==> config.mk <==
export PLATFORM = sky130hd
export DESIGN_NAME = recency_weighted_vote_filter_unit_flat
export DESIGN_NICKNAME = d
export VERILOG_FILES = /design/src/hw/rtl/rwvf_pkg.sv /design/src/hw/rtl/rwvf_ifs.sv /design/src/hw/rtl/rwvf_cell.sv /design/src/hw/rtl/rwvf_pick.sv /design/src/hw/rtl/recency_weighted_vote_filter_unit.sv /design/src/flat_wrapper.sv
export SDC_FILE = /design/constraint.sdc
export NUM_CORES = 2
export LEC_CHECK = 0
export ABC_AREA = 1
export BUFFER_PORTS_ARGS = -buffer_cell sky130_fd_sc_hd__buf_2
export CAP_MARGIN = 0
export CORE_MARGIN = 1.5
export CORE_UTILIZATION = 35
export DETAILED_ROUTE_END_ITERATION = 7
export HOLD_SLACK_MARGIN = 0.05
export PLACE_DENSITY = 0.54
export RECOVER_POWER = 100
export SLEW_MARGIN = 5
export SYNTH_ARGS = -nofsm -noshare
export SYNTH_HDL_FRONTEND = slang
export SYNTH_HIERARCHICAL = 1
export SYNTH_SLANG_ARGS = --single-unit
==> constraint.sdc <==
create_clock -name clk -period 8.2 [get_ports clk]
set_input_delay 0.82 -clock clk [delete_from_list [all_inputs] [get_ports clk]]
set_output_delay 0.82 -clock clk [all_outputs]
set_load 0.01 [all_outputs]
==> src/hw/rtl/rwvf_pkg.sv <==
package rwvf_pkg;

  localparam int DEPTH    = 16;
  localparam int SAMPLE_W = 13;
  localparam int THRESH_W = 9;

  localparam logic [THRESH_W-1:0] THRESH_RESET = THRESH_W'(128);
  localparam logic [SAMPLE_W-1:0] EMPTY_SAMPLE = {SAMPLE_W{1'b1}};

  typedef struct packed {
    logic load;
    logic count;
    logic score;
    logic scan;
  } cell_ctrl_t;

endpackage

==> src/hw/rtl/rwvf_ifs.sv <==
interface rwvf_item_if;
  logic                                       valid;
  logic                                       ready;
  logic                                       cmd;
  logic signed [rwvf_pkg::SAMPLE_W-1:0]       sample_value;

  modport source(output valid, cmd, sample_value, input ready);
  modport sink(input valid, cmd, sample_value, output ready);
endinterface

interface rwvf_vote_if;
  logic                                       valid;
  logic                                       ready;
  logic signed [rwvf_pkg::SAMPLE_W-1:0]       voted_value;
  logic                                       majority_found;

  modport source(output valid, voted_value, majority_found, input ready);
  modport sink(input valid, voted_value, majority_found, output ready);
endinterface

interface rwvf_cfg_if;
  logic                                       valid;
  logic                                       ready;
  logic [rwvf_pkg::THRESH_W-1:0]              vote_threshold;

  modport source(output valid, vote_threshold, input ready);
  modport sink(input valid, vote_threshold, output ready);
endinterface

==> src/hw/rtl/rwvf_cell.sv <==
module rwvf_cell #(
  parameter int DEPTH = rwvf_pkg::DEPTH,
  parameter int IDX   = 0
) (
  input  logic                               clk,
  input  logic                               rst,
  input  rwvf_pkg::cell_ctrl_t               ctrl,
  input  logic                               we,
  input  logic [rwvf_pkg::SAMPLE_W-1:0]      wr_value,
  input  logic [$clog2(DEPTH)-1:0]           wp,
  input  logic [rwvf_pkg::SAMPLE_W-1:0]      probe_in,
  input  logic [2*$clog2(DEPTH+1)-1:0]       score_in,
  output logic [rwvf_pkg::SAMPLE_W-1:0]      probe,
  output logic [2*$clog2(DEPTH+1)-1:0]       score
);

  localparam int PTR_W   = $clog2(DEPTH);
  localparam int SUM_W   = PTR_W + 1;
  localparam int CNT_W   = $clog2(DEPTH + 1);
  localparam int SCORE_W = 2 * CNT_W;

  logic [rwvf_pkg::SAMPLE_W-1:0] slot;
  logic [CNT_W-1:0]              cnt;
  logic [SUM_W-1:0]              diff;
  logic [SUM_W-1:0]              age;
  logic [CNT_W-1:0]              weight;

  assign diff   = {1'b0, wp} + SUM_W'(DEPTH - 1 - IDX);
  assign age    = (diff >= SUM_W'(DEPTH)) ? diff - SUM_W'(DEPTH) : diff;
  assign weight = CNT_W'(DEPTH) - CNT_W'(age);

  always_ff @(posedge clk) begin
    if (rst) begin
      slot <= rwvf_pkg::EMPTY_SAMPLE;
    end else if (we) begin
      slot <= wr_value;
    end
  end

  always_ff @(posedge clk) begin
    if (ctrl.load) begin
      probe <= slot;
      cnt   <= '0;
    end else if (ctrl.count) begin
      probe <= probe_in;
      if (probe == slot) begin
        cnt <= cnt + CNT_W'(1);
      end
    end else if (ctrl.score) begin
      score <= SCORE_W'(cnt) * SCORE_W'(weight);
    end else if (ctrl.scan) begin
      probe <= probe_in;
      score <= score_in;
    end
  end

endmodule

==> src/hw/rtl/rwvf_pick.sv <==
module rwvf_pick #(
  parameter int SCORE_W = 10
) (
  input  logic                               clk,
  input  logic                               rst,
  input  logic                               clear,
  input  logic                               take,
  input  logic [SCORE_W-1:0]                 score,
  input  logic [rwvf_pkg::SAMPLE_W-1:0]      value,
  output logic [SCORE_W-1:0]                 best_score,
  output logic [rwvf_pkg::SAMPLE_W-1:0]      best_value
);

  always_ff @(posedge clk) begin
    if (rst || clear) begin
      best_score <= '0;
      best_value <= '0;
    end else if (take && (score > best_score)) begin
      best_score <= score;
      best_value <= value;
    end
  end

endmodule

==> src/hw/rtl/recency_weighted_vote_filter_unit.sv <==
// Recency-weighted sliding-window majority vote.
// item (sink): cmd 0 pushes sample_value at the write pointer and advances
// it; cmd 1 fills every slot with sample_value. One word per item.
// vote (source): one word per item, voted_value and majority_found; the
// value is the winner of the weighted vote when its score exceeds the
// threshold, else 0 with majority_found low.
// cfg (sink): vote_threshold, always ready; write only while idle.
// Each item's pass loads the cells, rotates the ring through them to
// count matches, weights the counts, then shifts the scores past the
// comparator; the result is then written to the output register. A new
// item is taken only after the last one's result is in that register.
// Reset fills every slot with -1, clears the write pointer and sets the
// threshold to 128. A stalled result is held in the output register; the
// next item is taken meanwhile, and its result waits until the held word
// has gone.
module recency_weighted_vote_filter_unit #(
  parameter int DEPTH = rwvf_pkg::DEPTH
) (
  input  logic        clk,
  input  logic        rst,
  rwvf_item_if.sink   item,
  rwvf_vote_if.source vote,
  rwvf_cfg_if.sink    cfg
);

  localparam int PTR_W   = $clog2(DEPTH);
  localparam int CNT_W   = $clog2(DEPTH + 1);
  localparam int SCORE_W = 2 * CNT_W;
  localparam int CMP_W   = (SCORE_W > rwvf_pkg::THRESH_W) ? SCORE_W : rwvf_pkg::THRESH_W;

  typedef enum logic [2:0] {
    S_IDLE,
    S_LOAD,
    S_COUNT,
    S_SCORE,
    S_SCAN,
    S_DONE
  } state_t;

  state_t                          state;
  logic [PTR_W-1:0]                step;
  logic [PTR_W-1:0]                wp;
  logic [rwvf_pkg::THRESH_W-1:0]   thr;
  logic                            out_valid;
  logic [rwvf_pkg::SAMPLE_W-1:0]   out_value;
  logic                            out_found;

  logic                            take_item;
  rwvf_pkg::cell_ctrl_t            ctrl;
  logic [rwvf_pkg::SAMPLE_W-1:0]   probe_bus [DEPTH];
  logic [SCORE_W-1:0]              score_bus [DEPTH];
  logic [SCORE_W-1:0]              best_score;
  logic [rwvf_pkg::SAMPLE_W-1:0]   best_value;
  logic                            found;
  logic                            last_step;

  assign item.ready = (state == S_IDLE);
  assign take_item  = item.valid && item.ready;
  assign cfg.ready  = 1'b1;

  assign vote.valid          = out_valid;
  assign vote.voted_value    = $signed(out_value);
  assign vote.majority_found = out_found;

  assign ctrl.load  = (state == S_LOAD);
  assign ctrl.count = (state == S_COUNT);
  assign ctrl.score = (state == S_SCORE);
  assign ctrl.scan  = (state == S_SCAN);

  assign last_step = (step == PTR_W'(DEPTH - 1));
  assign found     = CMP_W'(best_score) > CMP_W'(thr);

  for (genvar i = 0; i < DEPTH; i++) begin : g_cell
    logic                          we;
    logic [rwvf_pkg::SAMPLE_W-1:0] probe_in;
    logic [SCORE_W-1:0]            score_in;

    assign we = take_item && (item.cmd || (wp == PTR_W'(i)));

    if (i == DEPTH - 1) begin : g_tail
      assign probe_in = probe_bus[0];
      assign score_in = '0;
    end else begin : g_body
      assign probe_in = probe_bus[i+1];
      assign score_in = score_bus[i+1];
    end

    rwvf_cell #(
      .DEPTH (DEPTH),
      .IDX   (i)
    ) u_cell (
      .clk      (clk),
      .rst      (rst),
      .ctrl     (ctrl),
      .we       (we),
      .wr_value (item.sample_value),
      .wp       (wp),
      .probe_in (probe_in),
      .score_in (score_in),
      .probe    (probe_bus[i]),
      .score    (score_bus[i])
    );
  end

  rwvf_pick #(
    .SCORE_W (SCORE_W)
  ) u_pick (
    .clk        (clk),
    .rst        (rst),
    .clear      (ctrl.load),
    .take       (ctrl.scan),
    .score      (score_bus[0]),
    .value      (probe_bus[0]),
    .best_score (best_score),
    .best_value (best_value)
  );

  always_ff @(posedge clk) begin
    if (rst) begin
      thr <= rwvf_pkg::THRESH_RESET;
    end else if (cfg.valid && cfg.ready) begin
      thr <= cfg.vote_threshold;
    end
  end

  always_ff @(posedge clk) begin
    if (rst) begin
      state     <= S_IDLE;
      step      <= '0;
      wp        <= '0;
      out_valid <= 1'b0;
      out_value <= '0;
      out_found <= 1'b0;
    end else begin
      if (out_valid && vote.ready && (state != S_DONE)) begin
        out_valid <= 1'b0;
      end
      unique case (state)
        S_IDLE: begin
          if (take_item) begin
            if (!item.cmd) begin
              wp <= (wp == PTR_W'(DEPTH - 1)) ? '0 : wp + PTR_W'(1);
            end
            state <= S_LOAD;
          end
        end
        S_LOAD: begin
          step  <= '0;
          state <= S_COUNT;
        end
        S_COUNT: begin
          step <= step + PTR_W'(1);
          if (last_step) begin
            state <= S_SCORE;
          end
        end
        S_SCORE: begin
          step  <= '0;
          state <= S_SCAN;
        end
        S_SCAN: begin
          step <= step + PTR_W'(1);
          if (last_step) begin
            state <= S_DONE;
          end
        end
        S_DONE: begin
          if (!out_valid || vote.ready) begin
            out_valid <= 1'b1;
            out_value <= found ? best_value : '0;
            out_found <= found;
            state     <= S_IDLE;
          end
        end
        default: begin
          state <= S_IDLE;
        end
      endcase
    end
  end

`ifndef ASSERT_OFF
  a_rise_from_done: assert property (@(posedge clk) disable iff (rst)
    $rose(out_valid) |-> $past(state == S_DONE))
    else $error("result word raised outside the closing state");

  a_zero_when_none: assert property (@(posedge clk) disable iff (rst)
    (vote.valid && !vote.majority_found) |-> (vote.voted_value == '0))
    else $error("non-zero value without a majority");

  a_wp_stable: assert property (@(posedge clk) disable iff (rst)
    (state != S_IDLE) |=> $stable(wp))
    else $error("write pointer moved during a vote pass");

  a_pass_length: assert property (@(posedge clk) disable iff (rst)
    (state == S_SCORE) |-> $past(state == S_COUNT) && $past(last_step))
    else $error("count pass ended early");
`endif

endmodule

==> src/flat_wrapper.sv <==
// flat-port wrapper written by rule: the top's interface ports become plain ports
module recency_weighted_vote_filter_unit_flat 
#(
  parameter int DEPTH = rwvf_pkg::DEPTH
)
  (clk, rst, item_valid, item_cmd, item_sample_value, item_ready, vote_valid, vote_voted_value, vote_majority_found, vote_ready, cfg_valid, cfg_vote_threshold, cfg_ready);
  rwvf_item_if item_i ();
  rwvf_vote_if vote_i ();
  rwvf_cfg_if cfg_i ();
  input  logic clk;
  input  logic rst;
  input wire logic [$bits(item_i.valid)-1:0] item_valid;
  input wire logic [$bits(item_i.cmd)-1:0] item_cmd;
  input wire logic [$bits(item_i.sample_value)-1:0] item_sample_value;
  output wire logic [$bits(item_i.ready)-1:0] item_ready;
  output wire logic [$bits(vote_i.valid)-1:0] vote_valid;
  output wire logic [$bits(vote_i.voted_value)-1:0] vote_voted_value;
  output wire logic [$bits(vote_i.majority_found)-1:0] vote_majority_found;
  input wire logic [$bits(vote_i.ready)-1:0] vote_ready;
  input wire logic [$bits(cfg_i.valid)-1:0] cfg_valid;
  input wire logic [$bits(cfg_i.vote_threshold)-1:0] cfg_vote_threshold;
  output wire logic [$bits(cfg_i.ready)-1:0] cfg_ready;
  assign item_i.valid = item_valid;
  assign item_i.cmd = item_cmd;
  assign item_i.sample_value = item_sample_value;
  assign item_ready = item_i.ready;
  assign vote_valid = vote_i.valid;
  assign vote_voted_value = vote_i.voted_value;
  assign vote_majority_found = vote_i.majority_found;
  assign vote_i.ready = vote_ready;
  assign cfg_i.valid = cfg_valid;
  assign cfg_i.vote_threshold = cfg_vote_threshold;
  assign cfg_ready = cfg_i.ready;
  recency_weighted_vote_filter_unit #(.DEPTH(DEPTH)) u_core (.clk(clk), .rst(rst), .item(item_i), .vote(vote_i), .cfg(cfg_i));
endmodule
* Word-level counts from Yosys, hierarchy flattened *
Cells that the tools add are included.

operators by class
  add/sub/neg operators = 65
  multipliers = 16
  order comparisons = 18
  eq/ne operators = 43
  mux-type cells = 123
  bitwise operators = 3
  reduce and logical (&&, ||, !) cells = 67

operators by type and width
  cell                                                 count
  2-to-1 mux 13 bit                                    65
  2-to-1 mux 10 bit                                    32
  equality test 13 bit                                 16
  multiplier 5 x 5 -> 10 bit                           16
  adder 5 x 1 -> 5 bit, second input constant          16
  2-to-1 mux 5 bit                                     16
  subtractor 5 bit, first input constant               16
  >= comparator 5 bit, second input constant           15
  subtractor 5 bit, second input constant              15
  adder 4 x 4 -> 5 bit, second input constant          8
  equality test 4 bit, second input constant           9
  AND reduction 2 bit                                  18
  adder 4 x 3 -> 5 bit, second input constant          4
  logical AND 1 bit                                    20
  logical OR 1 bit                                     18
  case mux 3 bit (6 select lines)                      1
  equality test 4 x 3 -> 1 bit, second input constant  4
  2-to-1 mux 3 bit                                     4
  adder 4 x 2 -> 5 bit, second input constant          2
  > comparator 10 bit                                  1
  > comparator 10 x 9 -> 1 bit                         1
  adder 4 x 1 -> 4 bit, second input constant          2
  equality test 4 x 2 -> 1 bit, second input constant  2
  case mux 4 bit (2 select lines)                      1
  other kinds (22)                                     33

word-level totals
  bits in registers = 714
  word-level logic and storage cells = 408

* Logic depth before layout (Yosys ltp) *
  depth after elaboration = 6
  depth in mapped cells = 23
  depth with buffers taken out = 22

* Cells and area by module *
The synthesis kept the hierarchy.

by module, submodules not included
  module                                 instances  cells each  area an instance (um2)  seq. area each (um2)
  rwvf_cell at u_core.g_cell[4].u_cell   1          391         2887.8                  1051.0
  rwvf_cell at u_core.g_cell[0].u_cell   1          392         2876.5                  1051.0
  rwvf_cell at u_core.g_cell[9].u_cell   1          373         2806.4                  1051.0
  rwvf_cell at u_core.g_cell[8].u_cell   1          362         2803.9                  1051.0
  rwvf_cell at u_core.g_cell[1].u_cell   1          366         2801.4                  1051.0
  rwvf_cell at u_core.g_cell[2].u_cell   1          360         2770.2                  1051.0
  rwvf_cell at u_core.g_cell[12].u_cell  1          362         2768.9                  1051.0
  rwvf_cell at u_core.g_cell[5].u_cell   1          362         2761.4                  1051.0
  rwvf_cell at u_core.g_cell[10].u_cell  1          360         2746.4                  1051.0
  rwvf_cell at u_core.g_cell[13].u_cell  1          361         2745.1                  1051.0
  rwvf_cell at u_core.g_cell[3].u_cell   1          361         2738.9                  1051.0
  rwvf_cell at u_core.g_cell[11].u_cell  1          360         2735.1                  1051.0
  rwvf_cell at u_core.g_cell[6].u_cell   1          355         2727.6                  1051.0
  rwvf_cell at u_core.g_cell[14].u_cell  1          357         2726.4                  1051.0
  +4 rows                                -          -           -                       -

* Least setup slack after synthesis *
Ideal clock, no wire load.

  path kind = register -> register
  start point = reg u_core.wp[0]
  end point = reg u_core.g_cell[12].u_cell.score[7], data pin
  arrival = 5736 ps
  required time = 7938 ps
  path slack = 2203 ps
  stages on the path, launching flop included = 20
  path buffers = 1
  period minus slack after synthesis = 5997 ps
  cell sequence = dfxtp_1 > clkbuf_2 > inv_1 > ha_1 > xnor2_1 > nor2_1 > xnor2_1 > inv_1 > nand2_1 > fa_1 > fa_1 > fa_1 > inv_1 > ha_1 > a21oi_1 > nand2_1 > nand2_1 > nand2_1 > xnor2_1 > o21ai_0

between the ends
  longest elaborated chain between the ends = 6
  elaborated cells between the ends (all ways) = 7
  those cells by class = add/sub: 3; mul: 1; order compare: 1; mux: 2

RTL lines
  what                                                     line                                      RTL
  start: declaration                                       recency_weighted_vote_filter_unit.sv:42   logic [PTR_W-1:0] wp;
  start signal: assignment                                 recency_weighted_vote_filter_unit.sv:142  wp <= (wp == PTR_W'(DEPTH - 1)) ? '0 : wp + PTR_W'(1);
  adder 4 x 2 -> 5 bit *                                   rwvf_cell.sv:28                           assign diff = {1'b0, wp} + SUM_W'(DEPTH - 1 - IDX);
  subtractor 5 bit or >= comparator 5 bit (tied branches)  rwvf_cell.sv:29                           assign age = (diff >= SUM_W'(DEPTH)) ? diff - SUM_W'(DEPTH) : diff;
  2-to-1 mux 5 bit *                                       rwvf_cell.sv:29
  subtractor 5 bit *                                       rwvf_cell.sv:30                           assign weight = CNT_W'(DEPTH) - CNT_W'(age);
  multiplier 5 x 5 -> 10 bit *                             rwvf_cell.sv:50                           score <= SCORE_W'(cnt) * SCORE_W'(weight);
  2-to-1 mux 10 bit *                                      rwvf_cell.sv:49                           end else if (ctrl.score) begin
  end signal: assignment                                   rwvf_cell.sv:50
  end signal: assignment                                   rwvf_cell.sv:53                           score <= score_in;
  end: declaration                                         rwvf_cell.sv:14                           output logic [2*$clog2(DEPTH+1)-1:0] score

Every way passes the cells marked *; elsewhere a longest branch is shown, timed or not.
A chain may end at the register's enable or synchronous reset.

* Final worst setup path *
  start point = reg u_core.wp[0]
  end point = reg u_core.g_cell[4].u_cell.score[9], data pin

between the ends
  longest elaborated chain between the ends = 6
  elaborated cells between the ends (all ways) = 7
  those cells by class = add/sub: 3; mul: 1; order compare: 1; mux: 2

RTL lines
  what                                                     line
  adder 4 x 4 -> 5 bit *                                   rwvf_cell.sv:28
  subtractor 5 bit or >= comparator 5 bit (tied branches)  rwvf_cell.sv:29
  2-to-1 mux 5 bit *                                       rwvf_cell.sv:29
  subtractor 5 bit *                                       rwvf_cell.sv:30
  multiplier 5 x 5 -> 10 bit *                             rwvf_cell.sv:50
  2-to-1 mux 10 bit *                                      rwvf_cell.sv:49
  end signal: assignment                                   rwvf_cell.sv:50
  end signal: assignment                                   rwvf_cell.sv:53
  end: declaration                                         rwvf_cell.sv:14

Marked as above.

==> flow_summary.ini <==
[routing]
num_vias = 38610
dr.pass1.iters = 6
drtIter0Drc = 2594
wirelength_um = 118900
drc = 0
vias_per_cell = 4.737
avgRoutedWirePerCell_um = 14.58
ant_nets = 0

[yosys]
ys_top_cells_by_count = nand2_1 (1916), inv_1 (1056), nor2_1 (446)
synth_cells = 6298
synth_area_um2 = 47700
yosys_warnings = 6
synthTopCellsByArea = edfxtp_1 (23%), nand2_1 (15%), dfxtp_1 (15%)
yosysUniqueCellTypes = 52
yosysSeqAreaShare = 0.3769
synth_area_leader_cell = edfxtp_1
ys.flop_type = edfxtp_1
synth.most_common_cell = nand2_1
synth_area_per_cell_um2 = 7.573
ys_async_sr_fraction = 0
synth.top_cell.area_share = 0.2317
synth_edf_count = 368
yosys_register_bits = 714

[final_layout]
n_fill_cell = 14000
nNetsFinal = 6828
layout-drive-gt1-share = 0.05322
regArea_um2 = 17990
postLayoutCoreUtil = 0.3874
area_growth_pct = 9.892
multiInputGateArea_um2 = 24640
final_cell_area_um2 = 52410

[global_route]
grt-ovfl-total = 0
grt_max_degree = 135
antenna_found_initial = 1
gr-usage-all-layers = 0.1731
grt_pass1_wl_um = 194200
first_global_vias = 37080

[timing]
maxClockFrequency_mhz = 159.9
final-setup-viol-count = 0
layout_min_cycle_time_ps = 6253
tightest_slew_ps = 4458
relSlewSlack = -1.972
finalHoldViolCount = 0
finalClockSkew_ps = 23.82
maxSlewViolCount = 272
finalCritPeriodShare = 0.7626
rsz0062_at_grt = no
finalSetupTns_ps = 0

[placed_design]
place_area_um2 = 49670
gp_congestion = 0.8334
dp_hpwl_um = 83960
port_buffers = 43

[die]
die_y_um = 372.2
die-area_um2 = 138500
die-width_um = 372.2
num_rows = 135
core_um2 = 135300
io_pins = 45
initial_core_util = 0.3525

[job]
cap_violations = 6

[critical_path]
rr_worst_depth = 20
critPathLaunch = u_core/wp[0]
worstPathRequired_ps = 8620
r2r-start = u_core/wp[0]
crit_path_start_kind = flop
path_max_fanout = 30
cp_data_arrival_time_ps = 6670
critPathKind = flop to flop
cp-end-kind = flop

[clocking]
cts_tree = done
cts_num_sinks = 714
clk_pin_slew_ps = 60
cts_buffers = 84
h-tree-depth = 3
root_buffer = clkbuf_16
holdBufCountCts = 0
cts_setup_buffers = 0
cts-resized-gates = 0
clockBufferDepth = 3
clock_latency_ps = 680

[outcome]
violations = max-capacitance violations, max-slew violations
status = complete, but fails checks

[hold_path]
worstHoldPathCells = 3
hold_start = cfg_vote_threshold[7]
hold_class = input pin to flop

[pwr]
leakage_nw = 26.68
power_density_nw_per_um2 = 282.0
ir_worst_vdd_v = 0.0001587
==> critical path, stage by stage (launching register included) <==
cell and delay, ps:
dfxtp_4 660, clkbuf_1 1150, inv_1 260, ha_1 310
xnor2_1 270, nor2_2 70, xnor2_1 350, clkinv_1 150
nand2_1 110, fa_1 450, fa_1 520, fa_1 540
inv_1 40, ha_1 310, or2_2 290, nand4_1 140
inv_1 50, nand2_1 70, nand3b_1 70, nand3_1 80
nand2_1 50
==> report_power, final <==
| part | leakage, nW | total, W | switching [W] | internal (W) |
|---|---|---|---|---|
| sequential | 6.27 | 0.00619 | 0.000765 | 0.00543 |
| combinational | 19.0 | 0.00471 | 0.00334 | 0.00137 |
| clock | 1.42 | 0.00388 | 0.00160 | 0.00228 |
==> through the flow <==
stage / hold WS [ps] / setup slack [ps] / power, W / std cells
2_1_floorplan: 439.6 / 2203 / 0.009496 / 6307
3_3_place_gp: 452.4 / 3158 / 0.01092 / 7993
3_5_place_dp: 458.2 / 3078 / 0.01099 / 7993
4_1_cts: 309.1 / 3077 / 0.01496 / 8151
5_1_grt: 338.6 / 1599 / 0.01591 / 8151
6_report: 361.5 / 1947 / 0.01478 / 8152
==> registers in the layout (all words and copies together), names as in the netlist <==
name	cells
u_core/u_pick/best_value	13
u_core/state	3
u_core/g_cell.u_cell/cnt	80
u_core/vote.voted_value	13
u_core/g_cell.u_cell/slot	208
u_core/g_cell.u_cell/score	160
u_core/step	4
u_core/thr	9
u_core/u_pick/best_score	10
u_core/wp	4
u_core/g_cell.u_cell/probe	208
u_core/vote.valid	1
u_core/vote.majority_found	1
==> layout make-up <==
cell class / count / share of cell area
multi-input cells: 4308 / 0.4701
flip-flops and latches: 714 / 0.3432
inverters: 1118 / 0.08147
clock buffers: 130 / 0.04992
well taps: 1781 / 0.04252
repair buffers: 72 / 0.007782
clock inverters: 28 / 0.005013
diodes: 1 / 0.00004774
==> routing by layer <==
layer  GRT usage  vias to the layer above  share of wire
li1            -                    19900              -
met4     0.04675                        0          0.024
met3     0.02189                      165          0.035
met2      0.2836                      604           0.45
met1      0.2392                    17950           0.49
met5           0                        -              0
==> cells in the final DEF (no fill, tap or decap), drive strengths merged, types with 48 or more instances in the layout <==
cell    instances
dfxtp         346
edfxtp        368
a21oi         319
nand3         268
inv          1109
nand4          85
clkbuf        154
ha            358
buf            48
o21ai         450
nand2        1927
fa            144
xnor2          96
nor2          488
==> path summary, 6_finish.rpt <==
| path | end | slack [ps] |
|---|---|---|
| min reg2reg | u_core/vote.voted_value[6] | 470 |
| max | u_core/g_cell[4].u_cell/score[9] | 1950 |
| min | u_core/thr[7] | 360 |
| max reg2reg | u_core/g_cell[4].u_cell/score[9] | 1950 |
==> cell families after synthesis <==
family | Yosys count | share of synthesized area
AND/OR/NAND/NOR | 2824 | 0.2446
buffers and inverters | 1285 | 0.1057
AO/OA/AOI/OAI | 845 | 0.09363
flip-flops | 714 | 0.3769
adder cells (fa/ha/maj) | 502 | 0.1544
XOR/XNOR | 126 | 0.02463
other | 2 | 0.0001575
Power figures use the tool's default switching activity.
